**config.mk**
```make
export PLATFORM = sky130hd
export DESIGN_NAME = life_cell
export DESIGN_NICKNAME = d
export VERILOG_FILES = /design/src/hdl/life_pkg.sv /design/src/hdl/life_cell.sv
export SDC_FILE = /design/constraint.sdc
export NUM_CORES = 1
export LEC_CHECK = 0
export BUFFER_PORTS_ARGS = -buffer_cell sky130_fd_sc_hd__buf_4
export CAP_MARGIN = 30
export CORE_MARGIN = 2
export CORE_UTILIZATION = 59
export DETAILED_ROUTE_END_ITERATION = 10
export GPL_ROUTABILITY_DRIVEN = 0
export PLACE_DENSITY = 0.9
export SLEW_MARGIN = 40
export SYNTH_ARGS = -nofsm -noshare
export SYNTH_HDL_FRONTEND = slang
export SYNTH_SLANG_ARGS = --single-unit
export TNS_END_PERCENT = 10
```
**constraint.sdc**
```tcl
create_clock -name clk -period 6.47 [get_ports clk]
set_input_delay 1.6175 -clock clk [delete_from_list [all_inputs] [get_ports clk]]
set_output_delay 1.6175 -clock clk [all_outputs]
set_load 0.03 [all_outputs]
```
**src/hdl/life_pkg.sv**
```systemverilog
// shared types and constants for the life board
package life_pkg;

  // configuration register layout
  localparam int CFG_W           = 7;
  localparam int CFG_IDX_W       = 1;
  localparam int CFG_SIZE_RESET  = 64;
  localparam logic [CFG_IDX_W-1:0] CFG_BOARD_WIDTH  = 1'b0;
  localparam logic [CFG_IDX_W-1:0] CFG_BOARD_HEIGHT = 1'b1;

  // payload field widths
  localparam int ACTION_W = 2;
  localparam int ROW_W    = 6;
  localparam int COLUMN_W = 6;

  // default board limits
  localparam int DEF_MAX_WIDTH  = 64;
  localparam int DEF_MAX_HEIGHT = 64;

  // life rule B3/S23
  localparam int NB_COUNT_W  = 4;
  localparam logic [NB_COUNT_W-1:0] BIRTH_COUNT = 4'd3;
  localparam logic [NB_COUNT_W-1:0] STAY_COUNT  = 4'd2;

  typedef enum logic [ACTION_W-1:0] {
    ACT_WRITE = 2'd0,
    ACT_READ  = 2'd1,
    ACT_STEP  = 2'd2,
    ACT_NOP   = 2'd3
  } action_t;

  typedef enum logic [1:0] {
    ST_IDLE,
    ST_SEEK,
    ST_SWEEP,
    ST_FINISH
  } state_t;

  // control broadcast from the sequencer to every column cell
  typedef struct packed {
    logic rotate;
    logic sweep_upd;
    logic below_ok;
    logic clr_above;
    logic wr_en;
    logic wr_val;
  } cell_ctl_t;

endpackage

```
**src/hdl/life_cell.sv**
```systemverilog
// one column of the board, held as a circulating shift register of rows
module life_cell #(
  parameter int MAX_HEIGHT = 64
) (
  input  logic                clk,
  input  logic                rst_n,
  input  life_pkg::cell_ctl_t ctl,
  input  logic                col_use,
  input  logic                wr_sel,
  input  logic [2:0]          nb_left,
  input  logic [2:0]          nb_right,
  output logic [2:0]          nb_out,
  output logic                head_bit,
  output logic                change
);
  import life_pkg::*;

  logic [MAX_HEIGHT-1:0] col_r, col_nxt;
  logic                  above_r, above_nxt;
  logic                  centre, below;
  logic [NB_COUNT_W-1:0] n_count;
  logic                  next_live;
  logic                  upd;
  logic                  head_val;

  // the row at position 0 is the one being looked at
  assign centre   = col_r[0];
  assign below    = ctl.below_ok & col_r[1];
  assign head_bit = centre;

  // bits handed to the neighbouring columns, dead when this column is unused
  assign nb_out = {above_r, centre, below} & {3{col_use}};

  // live neighbour count
  always_comb begin
    n_count = NB_COUNT_W'(nb_left[0]) + NB_COUNT_W'(nb_left[1]) + NB_COUNT_W'(nb_left[2])
            + NB_COUNT_W'(nb_right[0]) + NB_COUNT_W'(nb_right[1])
            + NB_COUNT_W'(nb_right[2]) + NB_COUNT_W'(above_r) + NB_COUNT_W'(below);
  end

  // rule: birth on three, survival on two or three
  assign next_live = (n_count == BIRTH_COUNT) || (centre && (n_count == STAY_COUNT));
  assign upd       = ctl.sweep_upd & col_use;
  assign head_val  = upd ? next_live : centre;
  assign change    = upd & (next_live != centre);

  // column update: rotate, or write the head row in place; the above bit can also be cleared
  always_comb begin
    col_nxt   = col_r;
    above_nxt = above_r;
    if (ctl.rotate) begin
      col_nxt   = {head_val, col_r[MAX_HEIGHT-1:1]};
      above_nxt = centre;
    end else if (ctl.wr_en && wr_sel) begin
      col_nxt[0] = ctl.wr_val;
    end
    if (ctl.clr_above) begin
      above_nxt = 1'b0;
    end
  end

  always_ff @(posedge clk) begin
    if (!rst_n) begin
      col_r   <= '0;
      above_r <= 1'b0;
    end else begin
      col_r   <= col_nxt;
      above_r <= above_nxt;
    end
  end

endmodule

```
Word-level counts from Yosys, hierarchy flattened. Index checks and enable logic that the tools add are counted.

Word-level logic and storage cells: 26. Output and inout port bits: 5. Flip-flop bits (word level): 65.

Bitwise logic cells: 5. Eq/ne operators: 3. Add/subtract/negate cells: 7. Reductions and logical operators: 5. Multiplexer cells: 3.

Operator list (count): adder 4 x 1 -> 4 bit (4); == test 4 x 2 -> 1 bit (second input constant) (2); adder 3 x 1 -> 4 bit (1); adder 2 x 1 -> 3 bit (1); bitwise AND 1 bit (3); bitwise AND 3 bit (1); two-way mux 1 bit (3); adder 1 x 1 -> 2 bit (1); logical AND 1 bit (2); nonzero test 2 bit (1); OR reduction 2 bit (1); logical OR 1 bit (1); inequality test 1 bit (1); inverter 1 bit (1).

Depth between registers and ports, before layout.
Depth in word-level cells: 12. Gate-level depth with buffers: 10.

Worst setup path before layout. No wires, ideal clock.

Kind: input to output. Start point: input nb_left[0]. End point: output change. Slack: 0.389 ns. Data required time: 4.852 ns. Stages: 10. Arrival time: 4.464 ns. Cells stage by stage: inv_1 fa_1 fa_1 fa_1 inv_1 ha_1 fa_1 a21boi_0 o2111ai_1 nand2b_1.

Word-level cells in the longest chain between the ends: 12.

RTL lines: from (decl) (RTL line life_cell.sv:10) `input logic [2:0] nb_left,`; adder 1 x 1 -> 2 bit * (RTL line life_cell.sv:36) `n_count = NB_COUNT_W'(nb_left[0]) + NB_COUNT_W'(nb_left[1]) + NB_COUNT_W'(nb_left[2])`; adder 2 x 1 -> 3 bit * (RTL line life_cell.sv:36); adder 3 x 1 -> 4 bit * (RTL line life_cell.sv:37) `+ NB_COUNT_W'(nb_right[0]) + NB_COUNT_W'(nb_right[1])`; adder 4 x 1 -> 4 bit * (RTL line life_cell.sv:37); adder 4 x 1 -> 4 bit * (3 in a row) (RTL line life_cell.sv:38) `+ NB_COUNT_W'(nb_right[2]) + NB_COUNT_W'(above_r) + NB_COUNT_W'(below);`; == test 4 x 2 -> 1 bit (RTL line life_cell.sv:42) `assign next_live = (n_count == BIRTH_COUNT) || (centre && (n_count == STAY_COUNT));`; logical AND 1 bit (RTL line life_cell.sv:42); logical OR 1 bit * (RTL line life_cell.sv:42); inequality test 1 bit * (RTL line life_cell.sv:45) `assign change = upd & (next_live != centre);`; bitwise AND 1 bit * (RTL line life_cell.sv:45); to (decl) (RTL line life_cell.sv:14) `output logic change`.

Mark *: on every way between the ends. The rest lies on a longest branch, timed or not.

Worst setup path in the final report. Same ends and word-level chain as after synthesis.

==> flow_metrics.tcl <==
set metrics [dict create \
    powerDensity_mw_per_mm2 251 \
    clkSinkCount 65 \
    setup_tns_ns 0 \
    fill_cells 353 \
    n_antenna_cell 0 \
    synth_edf_count 0 \
    io_buffer_count 20 \
    synth_warnings 0 \
    rsz0062_at_grt "no" \
    r2r_cells 9 \
    die_w_um 72.0 \
    seq_area_frac_synth_pct 47.6 \
    cp_data_arrival_time_ns 4.72 \
    numCtsBuffers 9 \
    clock_path_buffers 2 \
    drt_iter0_markers 73 \
    syn-cell-area_sq_mm 0.00273 \
    cp_max_fo 3 \
    leakage_nw 1.29 \
    io_pins 21 \
    antenna_found_initial 0 \
    final_core_util_pct 68.3 \
    critical_path_class "in2out" \
    ctsHoldBuffers 0 \
    fin_nets 288 \
    synth_top_cell_by_area "dfxtp_1" \
    core-area_sq_mm 0.00441 \
    synth_seq_cells 65 \
    async_reset_ff_share_pct 0 \
    grt_use_total_pct 17.1 \
    power_w 0.000757 \
    fmax_mhz 158 \
    synthDistinctLibCells 24 \
    num_rows 24 \
    final_layout_size_suffix_gt1_share_pct 13.4 \
    die-area_sq_mm 0.00519 \
    min_period_ns 6.34 \
    status "finished, final reports clean" \
    drv_slew 0 \
    clock-root-buffer "clkbuf_8" \
    cpMostUsedCell "fa_1" \
    min_period_over_period_pct 98.0 \
    vias 1630 \
    antenna_left 0 \
    cts_setup_buffers 0 \
    dp_hpwl_um 2450 \
    clkTransAtPathRegs_ns 0.06 \
    path_cells "buf_4 -> inv_1 -> fa_1 -> fa_1 -> fa_1 -> inv_1 -> ha_1 -> fa_1 -> a21boi_0 -> a211oi_1 -> nand2b_1 -> buf_4" \
    cp-start-kind "primary input" \
    critPathMaxStageDelay_ns 0.55 \
    place_ws_ns 0.141 \
    worstSetupEndpointType "primary output" \
    area_growth_pct 10.4 \
    vdd_ir_drop_max_uv 233 \
    min_to "col_r[18]" \
    synth_flop_cell "dfxtp_1" \
    syn_nets 272 \
    cts_tree "built" \
    worstSkewPairLatency_ns 0.33 \
    grt_overflow 0 \
    cp.required_ns 4.85 \
    grt_start_max_net_pins 68 \
    wire_per_inst_um 12.1 \
    finalHoldViolCount 0 \
    worstReg2RegEnd "col_r[63]" \
    avgViaCountPerCell 5.09 \
    synth_area_leaders "dfxtp_1 48%, mux2i_1 23%, nor2b_1 14%" \
    setup_slack_ns 0.128 \
    drt_wl_total_um 3880 \
    fp.dieH_um 72.0 \
    htree_levels 3 \
    rr_startpoint "above_r" \
    grt_pass1_vias 1641 \
    worst_slew_pin_slew_ns 0.738 \
    yosysMostFrequentCell "dfxtp_1" \
    synthCells 249 \
    cp_slowest_cell "fa_1" \
    hold_class "reg2reg" \
    drc_errors 0 \
    initial_core_util_pct 61.9 \
    setup_violations 0 \
    synth_top_area_share_pct 47.6 \
    avgSynthCellArea_sq_um 11.0 \
    clock_skew_ns 0.00594 \
    slew_headroom_pct 50.8 \
    cap_viol_max_count 0 \
    ff2ff_setup_slack_ns 3.67 \
    whs_path_depth 2 \
    cts_resized 0 \
    min-delay-start "col_r[18]" \
    grt_pass1_wl_um 6810 \
    first_pass_iters 4 \
    synth_common_cells "65 x dfxtp_1, 64 x mux2i_1, 62 x nor2b_1" \
]
-- report_power, final --
part | switching [W] | internal (W) | total, W
clock network | 0.000135 | 0.000154 | 0.000289
logic | 0.0000336 | 0.0000321 | 0.0000657
registers | 0.000000763 | 0.000401 | 0.000402
-- critical path: cells and delay by family --
kind                     cells  cell delay [ns]
AND/OR/NAND/NOR              1             0.15
buffers and inverters        4             0.34
adder cells (fa/ha/maj)      5             2.16
AO/OA/AOI/OAI                2             0.46
-- area by class of cell --
cell class	count	area, sq um	area share [%]
clock buffers	11	151	5.02
clock inverters	3	17.5	0.581
inverters	13	48.8	1.62
multi-input cells	156	1280	42.4
flip-flops and latches	65	1300	43.2
well taps	52	65.1	2.16
repair buffers	20	154	5.10
-- cells in the final DEF (no fill, tap or decap), types with 3 or more instances in the layout --
cell type	n
and2_1	3
buf_4	19
clkbuf_8	11
dfxtp_1	65
fa_1	4
ha_1	3
inv_1	13
mux2i_1	64
nand2_1	6
nor2_1	3
nor2b_1	62
-- layer usage --
| layer | global-route usage [%] | share of wire [%] |
|---|---|---|
| met1 | 18.8 | 46 |
| met2 | 28.2 | 48 |
| met3 | 7.78 | 3.7 |
| met4 | 8.18 | 1.9 |
| met5 | 0 | 0 |
-- state kept, by name, summed over array words and instances (netlist names) --
name     flops
above_r      1
col_r       64
-- kinds of logic after synthesis --
group / count (synthesis) / share of synthesized area (%)
flops: 65 / 47.6
mux: 64 / 23.5
fa+ha+maj: 7 / 4.31
simple gates: 78 / 17.2
buf+inv: 28 / 5.59
compound gates: 7 / 1.79
-- per-stage QoR --
| step | instance area, sq um | instances | hold WS, ns |
|---|---|---|---|
| 2_1_floorplan | 2730 | 249 | 0.480 |
| 3_3_place_gp | 2840 | 306 | 0.495 |
| 3_5_place_dp | 2850 | 306 | 0.504 |
| 4_1_cts | 3020 | 320 | 0.522 |
| 5_1_grt | 3020 | 320 | 0.541 |
| 6_report | 3020 | 320 | 0.515 |
-- worst max-delay path by stage --
stage	slack (ns)	startpoint	to	depth (start not counted)
floorplan	0.39	nb_left[0]	change	10
global placement	0.26	nb_left[0]	change	12
detailed placement	0.14	nb_left[0]	change	12
CTS	0.15	nb_left[0]	change	12
global route	0.002	nb_left[0]	change	12
finish	0.13	nb_left[0]	change	12
Note: power is estimated with default switching activity, not from simulation.
