==> config.mk <==
export PLATFORM = sky130hd
export DESIGN_NAME = life_ctrl
export DESIGN_NICKNAME = d
export VERILOG_FILES = /design/src/hdl/life_pkg.sv /design/src/hdl/life_ctrl.sv
export SDC_FILE = /design/constraint.sdc
export NUM_CORES = 1
export LEC_CHECK = 0
export BUFFER_PORTS_ARGS = -buffer_cell sky130_fd_sc_hd__buf_2
export CORE_ASPECT_RATIO = 0.75
export CORE_MARGIN = 2
export CORE_UTILIZATION = 48
export CTS_CLUSTER_SIZE = 28
export DETAILED_ROUTE_END_ITERATION = 8
export PLACE_DENSITY = 0.75
export SLEW_MARGIN = 20
export SYNTH_ARGS = -nofsm -noshare
export SYNTH_HDL_FRONTEND = slang
export SYNTH_SLANG_ARGS = --single-unit
==> constraint.sdc <==
create_clock -name clk -period 1.7 [get_ports clk]
set_input_delay 0.255 -clock clk [delete_from_list [all_inputs] [get_ports clk]]
set_output_delay 0.255 -clock clk [all_outputs]
set_load 0.005 [all_outputs]
==> src/hdl/life_pkg.sv <==
// shared types and constants for the life board
package life_pkg;

  // configuration register layout
  localparam int CFG_W           = 7;
  localparam int CFG_IDX_W       = 1;
  localparam int CFG_SIZE_RESET  = 64;
  localparam logic [CFG_IDX_W-1:0] CFG_BOARD_WIDTH  = 1'b0;
  localparam logic [CFG_IDX_W-1:0] CFG_BOARD_HEIGHT = 1'b1;

  // payload field widths
  localparam int ACTION_W = 2;
  localparam int ROW_W    = 6;
  localparam int COLUMN_W = 6;

  // default board limits
  localparam int DEF_MAX_WIDTH  = 64;
  localparam int DEF_MAX_HEIGHT = 64;

  // life rule B3/S23
  localparam int NB_COUNT_W  = 4;
  localparam logic [NB_COUNT_W-1:0] BIRTH_COUNT = 4'd3;
  localparam logic [NB_COUNT_W-1:0] STAY_COUNT  = 4'd2;

  typedef enum logic [ACTION_W-1:0] {
    ACT_WRITE = 2'd0,
    ACT_READ  = 2'd1,
    ACT_STEP  = 2'd2,
    ACT_NOP   = 2'd3
  } action_t;

  typedef enum logic [1:0] {
    ST_IDLE,
    ST_SEEK,
    ST_SWEEP,
    ST_FINISH
  } state_t;

  // control broadcast from the sequencer to every column cell
  typedef struct packed {
    logic rotate;
    logic sweep_upd;
    logic below_ok;
    logic clr_above;
    logic wr_en;
    logic wr_val;
  } cell_ctl_t;

endpackage

==> src/hdl/life_ctrl.sv <==
// sequencer: takes items, aligns the board rows, runs the generation sweep
module life_ctrl #(
  parameter int MAX_WIDTH  = 64,
  parameter int MAX_HEIGHT = 64,
  parameter int CW_W       = 7,
  parameter int CH_W       = 7
) (
  input  logic                           clk,
  input  logic                           rst_n,
  input  logic                           in_valid,
  output logic                           in_stall,
  input  logic [life_pkg::ACTION_W-1:0]  in_action,
  input  logic [life_pkg::ROW_W-1:0]     in_row,
  input  logic [life_pkg::COLUMN_W-1:0]  in_column,
  input  logic                           in_cell_value,
  output logic                           out_valid,
  input  logic                           out_stall,
  output logic                           out_read_value,
  output logic                           out_changed,
  input  logic [CW_W-1:0]                used_cols,
  input  logic [CH_W-1:0]                used_rows,
  input  logic                           rd_bit,
  input  logic                           any_change,
  output logic [$clog2(MAX_WIDTH)-1:0]   sel_col,
  output life_pkg::cell_ctl_t            ctl
);
  import life_pkg::*;

  localparam int RI_W = $clog2(MAX_HEIGHT);
  localparam int CI_W = $clog2(MAX_WIDTH);
  localparam logic [RI_W-1:0] LAST_ROW = RI_W'(MAX_HEIGHT - 1);

  state_t          state_r, state_nxt;
  action_t         act_r, act_nxt, in_act;
  logic [RI_W-1:0] head_r, head_nxt;
  logic [RI_W-1:0] target_r, target_nxt;
  logic [RI_W-1:0] sweep_r, sweep_nxt;
  logic [CI_W-1:0] col_r, col_nxt;
  logic            val_r, val_nxt;
  logic            rd_r, rd_nxt;
  logic            changed_r, changed_nxt;
  logic            out_valid_r, out_valid_nxt;
  logic            out_rd_r, out_rd_nxt;
  logic            out_ch_r, out_ch_nxt;
  logic [CH_W-1:0] row_ext;
  logic [CW_W-1:0] col_ext;
  logic            on_board;
  logic            needs_seek;
  logic            at_target;
  logic            out_free;
  logic            in_xfer;

  assign in_act   = action_t'(in_action);
  assign row_ext  = CH_W'(in_row);
  assign col_ext  = CW_W'(in_column);
  assign on_board = (row_ext < used_rows) && (col_ext < used_cols);
  assign in_xfer  = in_valid && (state_r == ST_IDLE);
  assign at_target = (head_r == target_r);
  assign out_free = !out_valid_r || !out_stall;
  assign sel_col  = col_r;

  // reads and writes off the board, and the unused action, need no board access
  always_comb begin
    unique case (in_act)
      ACT_WRITE, ACT_READ: needs_seek = on_board;
      ACT_STEP:            needs_seek = 1'b1;
      default:             needs_seek = 1'b0;
    endcase
  end

  // next state
  always_comb begin
    state_nxt = state_r;
    unique case (state_r)
      ST_IDLE: begin
        if (in_valid) begin
          state_nxt = needs_seek ? ST_SEEK : ST_FINISH;
        end
      end
      ST_SEEK: begin
        if (at_target) begin
          state_nxt = (act_r == ACT_STEP) ? ST_SWEEP : ST_FINISH;
        end
      end
      ST_SWEEP: begin
        if (sweep_r == LAST_ROW) begin
          state_nxt = ST_FINISH;
        end
      end
      ST_FINISH: begin
        if (out_free) begin
          state_nxt = ST_IDLE;
        end
      end
      default: state_nxt = ST_IDLE;
    endcase
  end

  // control outputs
  always_comb begin
    in_stall      = (state_r != ST_IDLE);
    ctl.rotate    = ((state_r == ST_SEEK) && !at_target) || (state_r == ST_SWEEP);
    ctl.sweep_upd = (state_r == ST_SWEEP) && (CH_W'(sweep_r) < used_rows);
    ctl.below_ok  = (state_r == ST_SWEEP) && ((CH_W'(sweep_r) + 1'b1) < used_rows);
    ctl.clr_above = (state_r == ST_SEEK) && at_target && (act_r == ACT_STEP);
    ctl.wr_en     = (state_r == ST_SEEK) && at_target && (act_r == ACT_WRITE);
    ctl.wr_val    = val_r;
  end

  // item registers, row pointer and result
  always_comb begin
    act_nxt       = act_r;
    target_nxt    = target_r;
    col_nxt       = col_r;
    val_nxt       = val_r;
    rd_nxt        = rd_r;
    changed_nxt   = changed_r;
    sweep_nxt     = sweep_r;
    head_nxt      = head_r;
    out_valid_nxt = out_valid_r && out_stall;
    out_rd_nxt    = out_rd_r;
    out_ch_nxt    = out_ch_r;

    if (in_xfer) begin
      act_nxt     = in_act;
      target_nxt  = (in_act == ACT_STEP) ? '0 : row_ext[RI_W-1:0];
      col_nxt     = col_ext[CI_W-1:0];
      val_nxt     = in_cell_value;
      rd_nxt      = 1'b0;
      changed_nxt = 1'b0;
    end

    // the row pointer follows every rotation
    if (ctl.rotate) begin
      head_nxt = (head_r == LAST_ROW) ? '0 : head_r + 1'b1;
    end

    if ((state_r == ST_SEEK) && at_target && (act_r == ACT_READ)) begin
      rd_nxt = rd_bit;
    end

    if (state_r == ST_SWEEP) begin
      changed_nxt = changed_r | any_change;
      sweep_nxt   = (sweep_r == LAST_ROW) ? '0 : sweep_r + 1'b1;
    end

    if ((state_r == ST_FINISH) && out_free) begin
      out_valid_nxt = 1'b1;
      out_rd_nxt    = rd_r;
      out_ch_nxt    = changed_r;
    end
  end

  always_ff @(posedge clk) begin
    if (!rst_n) begin
      state_r     <= ST_IDLE;
      head_r      <= '0;
      sweep_r     <= '0;
      out_valid_r <= 1'b0;
    end else begin
      state_r     <= state_nxt;
      head_r      <= head_nxt;
      sweep_r     <= sweep_nxt;
      out_valid_r <= out_valid_nxt;
    end
  end

  always_ff @(posedge clk) begin
    act_r     <= act_nxt;
    target_r  <= target_nxt;
    col_r     <= col_nxt;
    val_r     <= val_nxt;
    rd_r      <= rd_nxt;
    changed_r <= changed_nxt;
    out_rd_r  <= out_rd_nxt;
    out_ch_r  <= out_ch_nxt;
  end

  assign out_valid      = out_valid_r;
  assign out_read_value = out_rd_r;
  assign out_changed    = out_ch_r;

endmodule

# Yosys cells after proc, flatten, opt, wreduce, memory -nomap -nowiden
# Index checks and enable logic that the tools add are counted.
[word_totals] register_bits=34 input_bits=35 output_inout_bits=16 word_cells=72
[op_classes] add_sub_neg=3 magnitude_cmp=4 n_eq_ne=14 muxes=14 n_bitwise=1 n_reduce_logical=24
[ops] op="$lt 6x7->1" count=3
[ops] op="$add 6x1->6 const B" count=2
[ops] op="$eq 6x6->1 const B" count=2
[ops] op="$mux 6" count=2
[ops] op="$logic_and 1x1->1" count=11
[ops] op="$mux 2" count=5
[ops] op="$eq 2x2->1 const B" count=4
[ops] op="$ne 2x2->1 const B" count=4
[ops] op="$pmux 2 s4" count=1
[ops] op="$add 6x1->7 const B" count=1
[ops] op="$lt 7x7->1" count=1
[ops] op="$eq 2x1->1 const B" count=3
[ops] op="$eq 6x6->1" count=1
[ops] op="$logic_not 2->1" count=3
[ops] op="$reduce_bool 2->1" count=3
[ops] op="$mux 1" count=5
[ops] op="$reduce_and 4->1" count=1
[ops] op="$logic_not 1->1" count=3
[ops] op="$logic_or 1x1->1" count=2
[ops] op="$pmux 1 s2" count=1
[ops] op="$reduce_or 2->1" count=1
[ops] op="$or 1x1->1" count=1

# Depth between registers and ports, before layout
# Gate-level depths: netlist of the first run.
[depth] ltp_word=6 ltp_mapped=7 depth_no_buf=7

# Least setup slack after synthesis of the first run
# OpenSTA, ideal clock, no wires.
[synth_path] path_type="register to output" from="register sweep_r[0]" to="output ctl[3] (netlist name)" arrival_time_ns=1.592 required_time_ns=1.445 path_slack_ns=-0.147 path_stages_with_launch=8 path_buffers=0 cell_sequence="dfxtp_1 > ha_1 > and3_4 > nand3_4 > inv_1 > ha_1 > a211o_1 > a31oi_1"
[synth_rtl] item="start: declaration" line="life_ctrl.sv:37" source="logic [RI_W-1:0] sweep_r, sweep_nxt;"
[synth_rtl] item="start signal: assignment" line="life_ctrl.sv:163" source="sweep_r <= sweep_nxt;"
[synth_rtl] item="end: declaration" line="life_ctrl.sv:25" source="output life_pkg::cell_ctl_t ctl"

==> impl_metrics.ini, run 1 <==
[run_status]
outcome = finished, violations left
violations = negative setup slack

[setup_path]
crit_path_max_incr_delay_ps = 360
r2r_cells = 8
cp-end-kind = primary output
cp_data_required_time_ps = 1440
worstSetupPathType = flip-flop to primary output
ff2ff_setup_slack_ps = -110
crit_path_start = sweep_r[0]
rr_startpoint = sweep_r[1]
crit_chain = ha_4 > and3_4 > xor2_1 > ha_1 > a21oi_2 > o21ai_1 > a31oi_1 > buf_2
path_max_fanout = 4
crit_arrival_ps = 1930
start_kind = flip-flop
r2r-end = state_r[0]
cp_slowest_cell = dfxtp_4

[floorplanning]
die_h_um = 62.1
coreArea_sq_um = 4390
rows = 21
die_x_um = 81.4
die_area_sq_um = 5050
start_util_pct = 49.2
io_pins = 51

[detailed_routing]
drt_iter0_drc = 105
ant_nets = 0
vias = 1812
drc = 0
drt-total-wl_mm = 4.85
dr.pass1.iters = 4
wl_per_cell_um = 13.7
routed_via_density = 5.10

[global_route]
antenna_found_initial = 0
gr-total-overflow = 0
grt_use_total_pct = 20.4
grt_pass1_vias = 1636
grt_pass1_wl_mm = 7.58
grt_max_degree = 16

[yosys]
syn_inst = 216
synth_edf_count = 19
async_flop_share_pct = 0
postSynthAreaPerCell_sq_um = 9.99
ys_warn_count = 0
yosysUniqueCellTypes = 42
synth_flop_cell = edfxtp_1
synth_fp_nets = 279
ys_ff_latch = 34
synth_area_sq_um = 2160
synth-seq-area-share_pct = 40.4

[layout]
antenna_cells = 0
final_cells = 355
syn_to_final_growth_pct = 33.3
fin_nets = 360
final_common_cell = buf_2
multi_input_comb_area_sq_um = 1290
final_cell_mix = buf_2, ha_1, buf_4
drive_above_1_share_pct = 38.3
seq_area_sq_um = 878
nFillCells = 353

[cts]
clock-sinks = 34
cts_buffers = 5
clockBufferDepth = 2
cts_root_buf = clkbuf_8
cts.clk_slew.worst_paths_ps = 70
postCtsHoldBufs = 0
clk-insertion-delay-late_ps = 290
cts_tree = yes
cts.htree.levels = 2

[pwr]
leakagePower_uw = 0.00135
powerDensity_nw_per_um2 = 1090
irDropWorstVdd_mv = 0.567

[job]
drv_cap = 0

[placement]
portBuffers = 50
place_ws_ps = -213
dp.cells = 343
hpwl_mm = 3.67
gp_congestion = 0.858

[timing]
rsz0062_at_grt = yes
worstMarginPinSlew_ps = 586
finClkSkew_ps = 5.99
max_slew_margin_pct = 60.9
max_freq_mhz = 458
hold_violations = 0
post-route-min-period_ps = 2180
maxSlewViolCount = 0
setup_ws_ps = -484
period_share_pct = 128
fin_tns_setup_ps = -1650
setup_violations = 11

[worst_hold_path]
min_from = in_cell_value
hold-path-cell-count = 1
min_path_type = input port to flip-flop
whs_endpoint = val_r
## Yosys cell counts (2+ instances only)
cell	instances	area [sq um]
and2_1	7	43.8
o21ai_0	6	30.0
nor2_1	15	56.3
edfxtp_1	19	571
a21oi_1	13	65.1
o21a_1	2	15.0
nand3_1	7	35.0
nor3_1	2	10.0
clkbuf_1	2	7.51
dfxtp_1	15	300
a21o_1	4	30.0
xnor2_1	2	17.5
nor2b_1	2	12.5
ha_1	28	350
inv_1	22	82.6
a311oi_1	2	17.5
a211oi_1	2	15.0
xor2_1	10	87.6
nand2_1	21	78.8
a31oi_1	4	25.0
mux2i_1	4	40.0
nand2b_1	7	43.8
## worst max-delay path by stage
| stage | to | slack, ps |
|---|---|---|
| after floorplan | ctl[3] | -40 |
| after global placement | ctl[3] | -170 |
| after detailed placement | ctl[3] | -210 |
| after CTS | ctl[3] | -500 |
| after global routing | ctl[3] | -600 |
| final | ctl[3] | -480 |
## flip-flops by register name (all words and copies together), names as in the netlist
| name | flops |
|---|---|
| out_read_value | 1 |
| head_r | 6 |
| sel_col | 6 |
| changed_r | 1 |
| target_r | 6 |
| rd_r | 1 |
| sweep_r | 6 |
| out_changed | 1 |
| state_r | 2 |
| val_r | 1 |
| act_r | 2 |
| out_valid | 1 |
## layer usage
metal  wire, um  share of wire, %  track usage [%]  up-vias
li1           -                 -                -      927
met1       2250                46             27.2      829
met2       2260                47             32.7       51
met3        288               5.9             6.07        5
met4         48              0.99             5.81        0
met5          0                 0                0        -
## worst max-delay path: cells and delay by family (launching register included)
kind,cells,cell delay (ps)
XOR/XNOR,1,150
AND/OR/NAND/NOR,1,190
AO/OA/AOI/OAI,3,340
buffers and inverters,1,130
adder cells (fa/ha/maj),2,460
flip-flops,1,360
## per-stage QoR
stage	total power (uW)	cell area, sq um	utilization [%]	hold WS (ps)
6_report	3120	2880	65.5	137
5_1_grt	3340	2880	65.5	135
4_1_cts	3070	2810	64.0	130
3_5_place_dp	2400	2660	60.7	414
3_3_place_gp	2380	2660	60.7	401
2_1_floorplan	1930	2190	-	354
## cell families after synthesis
kind of cell / after synthesis / share of synthesized area [%]
flops: 34 / 40.4
xor+xnor: 12 / 4.87
simple gates: 69 / 17.1
buf+inv: 26 / 5.05
mux: 5 / 2.38
compound gates: 42 / 14.0
fa+ha+maj: 28 / 16.2
## where the power goes
part	internal (uW)	leakage (uW)	total (uW)	switching, uW
Sequential	1060	0.000304	1160	94.9
Combinational	648	0.00101	1370	724
Clock	282	0.0000426	590	308
Total	1990	0.00135	3120	1130
## what timing repair did
item | CTS | global route
resized for setup | 11 | 13
pin swaps | 13 | 10
setup buffers | 3 | 2
setup endpoints to repair | 8 | 15
## final cells by class
| class | instances | share of cell area (%) |
|---|---|---|
| Multi-Input combinational cell | 156 | 44.7 |
| Sequential cell | 34 | 30.5 |
| Timing Repair Buffer | 78 | 16.5 |
| Inverter | 22 | 2.87 |
| Clock buffer | 6 | 2.52 |
| Tap cell | 57 | 2.48 |
| Clock inverter | 2 | 0.305 |
(Power assumes the default switching activity.)
==> run 2: changes to the inputs <==
--- a/config.mk
+++ b/config.mk
@@ -8,10 +8,11 @@
 export BUFFER_PORTS_ARGS = -buffer_cell sky130_fd_sc_hd__buf_2
 export CORE_ASPECT_RATIO = 0.75
 export CORE_MARGIN = 2
-export CORE_UTILIZATION = 48
+export CORE_UTILIZATION = 50
+export CTS_BUF_LIST = sky130_fd_sc_hd__clkbuf_8
 export CTS_CLUSTER_SIZE = 28
 export DETAILED_ROUTE_END_ITERATION = 8
-export PLACE_DENSITY = 0.75
+export PLACE_DENSITY = 0.78
 export SLEW_MARGIN = 20
 export SYNTH_ARGS = -nofsm -noshare
 export SYNTH_HDL_FRONTEND = slang
==> run 2 against run 1 <==
Effect of this change: the run still ends with negative setup slack left; via count is 1.0% higher; wire length is 1.5% higher; setup slack better by 42 ps; highest routed layer unchanged.
==> impl_metrics.ini, run 2 (same netlist as run 1, synthesis figures left out) <==
[layout]
syn_to_final_growth_pct = 34.6
final_common_cell = buf_2
fin_area_sq_um = 2900
fin_nets = 358
drive_above_1_share_pct = 39.2
antenna_cells = 0
final_cell_mix = buf_2, ha_1, buf_4

[floorplanning]
die_x_um = 79.8
io_pins = 51
rows = 20
coreArea_sq_um = 4100
die_h_um = 60.9
die_area_sq_um = 4860
start_util_pct = 52.6

[detailed_routing]
drt_iter0_drc = 112
routed_via_density = 5.22
wl_per_cell_um = 14.0
drt-total-wl_mm = 4.92
drc = 0
dr.pass1.iters = 4
ant_nets = 0
vias = 1831

[timing]
worstMarginPinSlew_ps = 586
max_freq_mhz = 467
setup_violations = 8
max_slew_margin_pct = 60.9
period_share_pct = 126
setup_ws_ps = -442
rsz0062_at_grt = yes
maxSlewViolCount = 0
finClkSkew_ps = 5.13
post-route-min-period_ps = 2140
hold_violations = 0

[cts]
clk-insertion-delay-late_ps = 280
cts_tree = yes
cts_buffers = 5
cts.clk_slew.worst_paths_ps = 70
clock-sinks = 34
clockBufferDepth = 2
cts.htree.levels = 2
cts_root_buf = clkbuf_8

[pwr]
irDropWorstVdd_mv = 0.709
powerDensity_nw_per_um2 = 1110
p_total_uw = 3230
leakagePower_uw = 0.00136

[placement]
hpwl_mm = 3.71
portBuffers = 50
place_area_sq_um = 2630
gp_congestion = 0.886

[setup_path]
start_kind = flip-flop
path_max_fanout = 3
crit_arrival_ps = 1890
cp_data_required_time_ps = 1440
worstSetupPathType = flip-flop to primary output
cp-end-kind = primary output

[run_status]
outcome = finished, violations left
violations = negative setup slack

[global_route]
grt_max_degree = 16
grt_pass1_vias = 1732
gr-total-overflow = 0
grt_use_total_pct = 21.2
grt_pass1_wl_mm = 7.74
antenna_found_initial = 0

[worst_hold_path]
min_path_type = input port to flip-flop

[job]
drv_cap = 0
run 2: cell type report:
type | instances | area (sq um)
Timing Repair Buffer | 76 | 457
Inverter | 22 | 82.6
Tap cell | 55 | 68.8
Multi-Input combinational cell | 156 | 1310
Sequential cell | 34 | 880
Clock inverter | 3 | 37.5
Clock buffer | 5 | 68.8
Fill cell | 303 | 1200
run 2: path summary, 6_finish.rpt:
kind                  from  slack (ps)  cells after the start              to
max             sweep_r[1]        -440                      8          ctl[3]
min          in_cell_value         150                      1           val_r
max reg2reg    target_r[2]        -110                      8      state_r[0]
min reg2reg           rd_r         430                      0  out_read_value
run 2: power breakdown:
group | internal (uW) | switching [uW] | total (uW)
logic | 639 | 717 | 1360
clock network | 426 | 279 | 706
registers | 1060 | 105 | 1170
total | 2130 | 1100 | 3230
run 2: per-layer routing:
layer	GRT usage [%]	vias to the layer above	wire (um)
li1	-	924	-
met5	0	-	0
met3	5.36	4	255
met2	36.4	55	2360
met4	5.33	0	29
met1	27.5	848	2280
run 2: timing repair:
| action | in CTS | in global routing |
|---|---|---|
| setup endpoints to repair | 8 | 28 |
| pin swaps | 14 | 10 |
| setup buffers | 6 | 2 |
| hold buffers | 0 | 0 |
| resized for setup | 15 | 13 |
run 2: critical path, cell delays in order, from the launching register on:
cell and delay, ps:
dfxtp_4 360, ha_4 150, and3_4 200, xor2_2 150
ha_1 310, a21oi_1 120, o21ai_1 80, a31oi_1 120
buf_2 130
run 2: through the flow:
stage | setup slack [ps] | std cells | hold slack (ps) | setup TNS (ps) | util (%)
floorplan | -42.1 | 216 | 354 | -42.1 | -
global placement | -155 | 337 | 404 | -223 | 64.1
detailed placement | -217 | 337 | 417 | -413 | 64.1
CTS | -495 | 350 | 142 | -1400 | 69.2
global route | -547 | 351 | 139 | -2170 | 70.7
finish | -442 | 351 | 149 | -1480 | 70.7
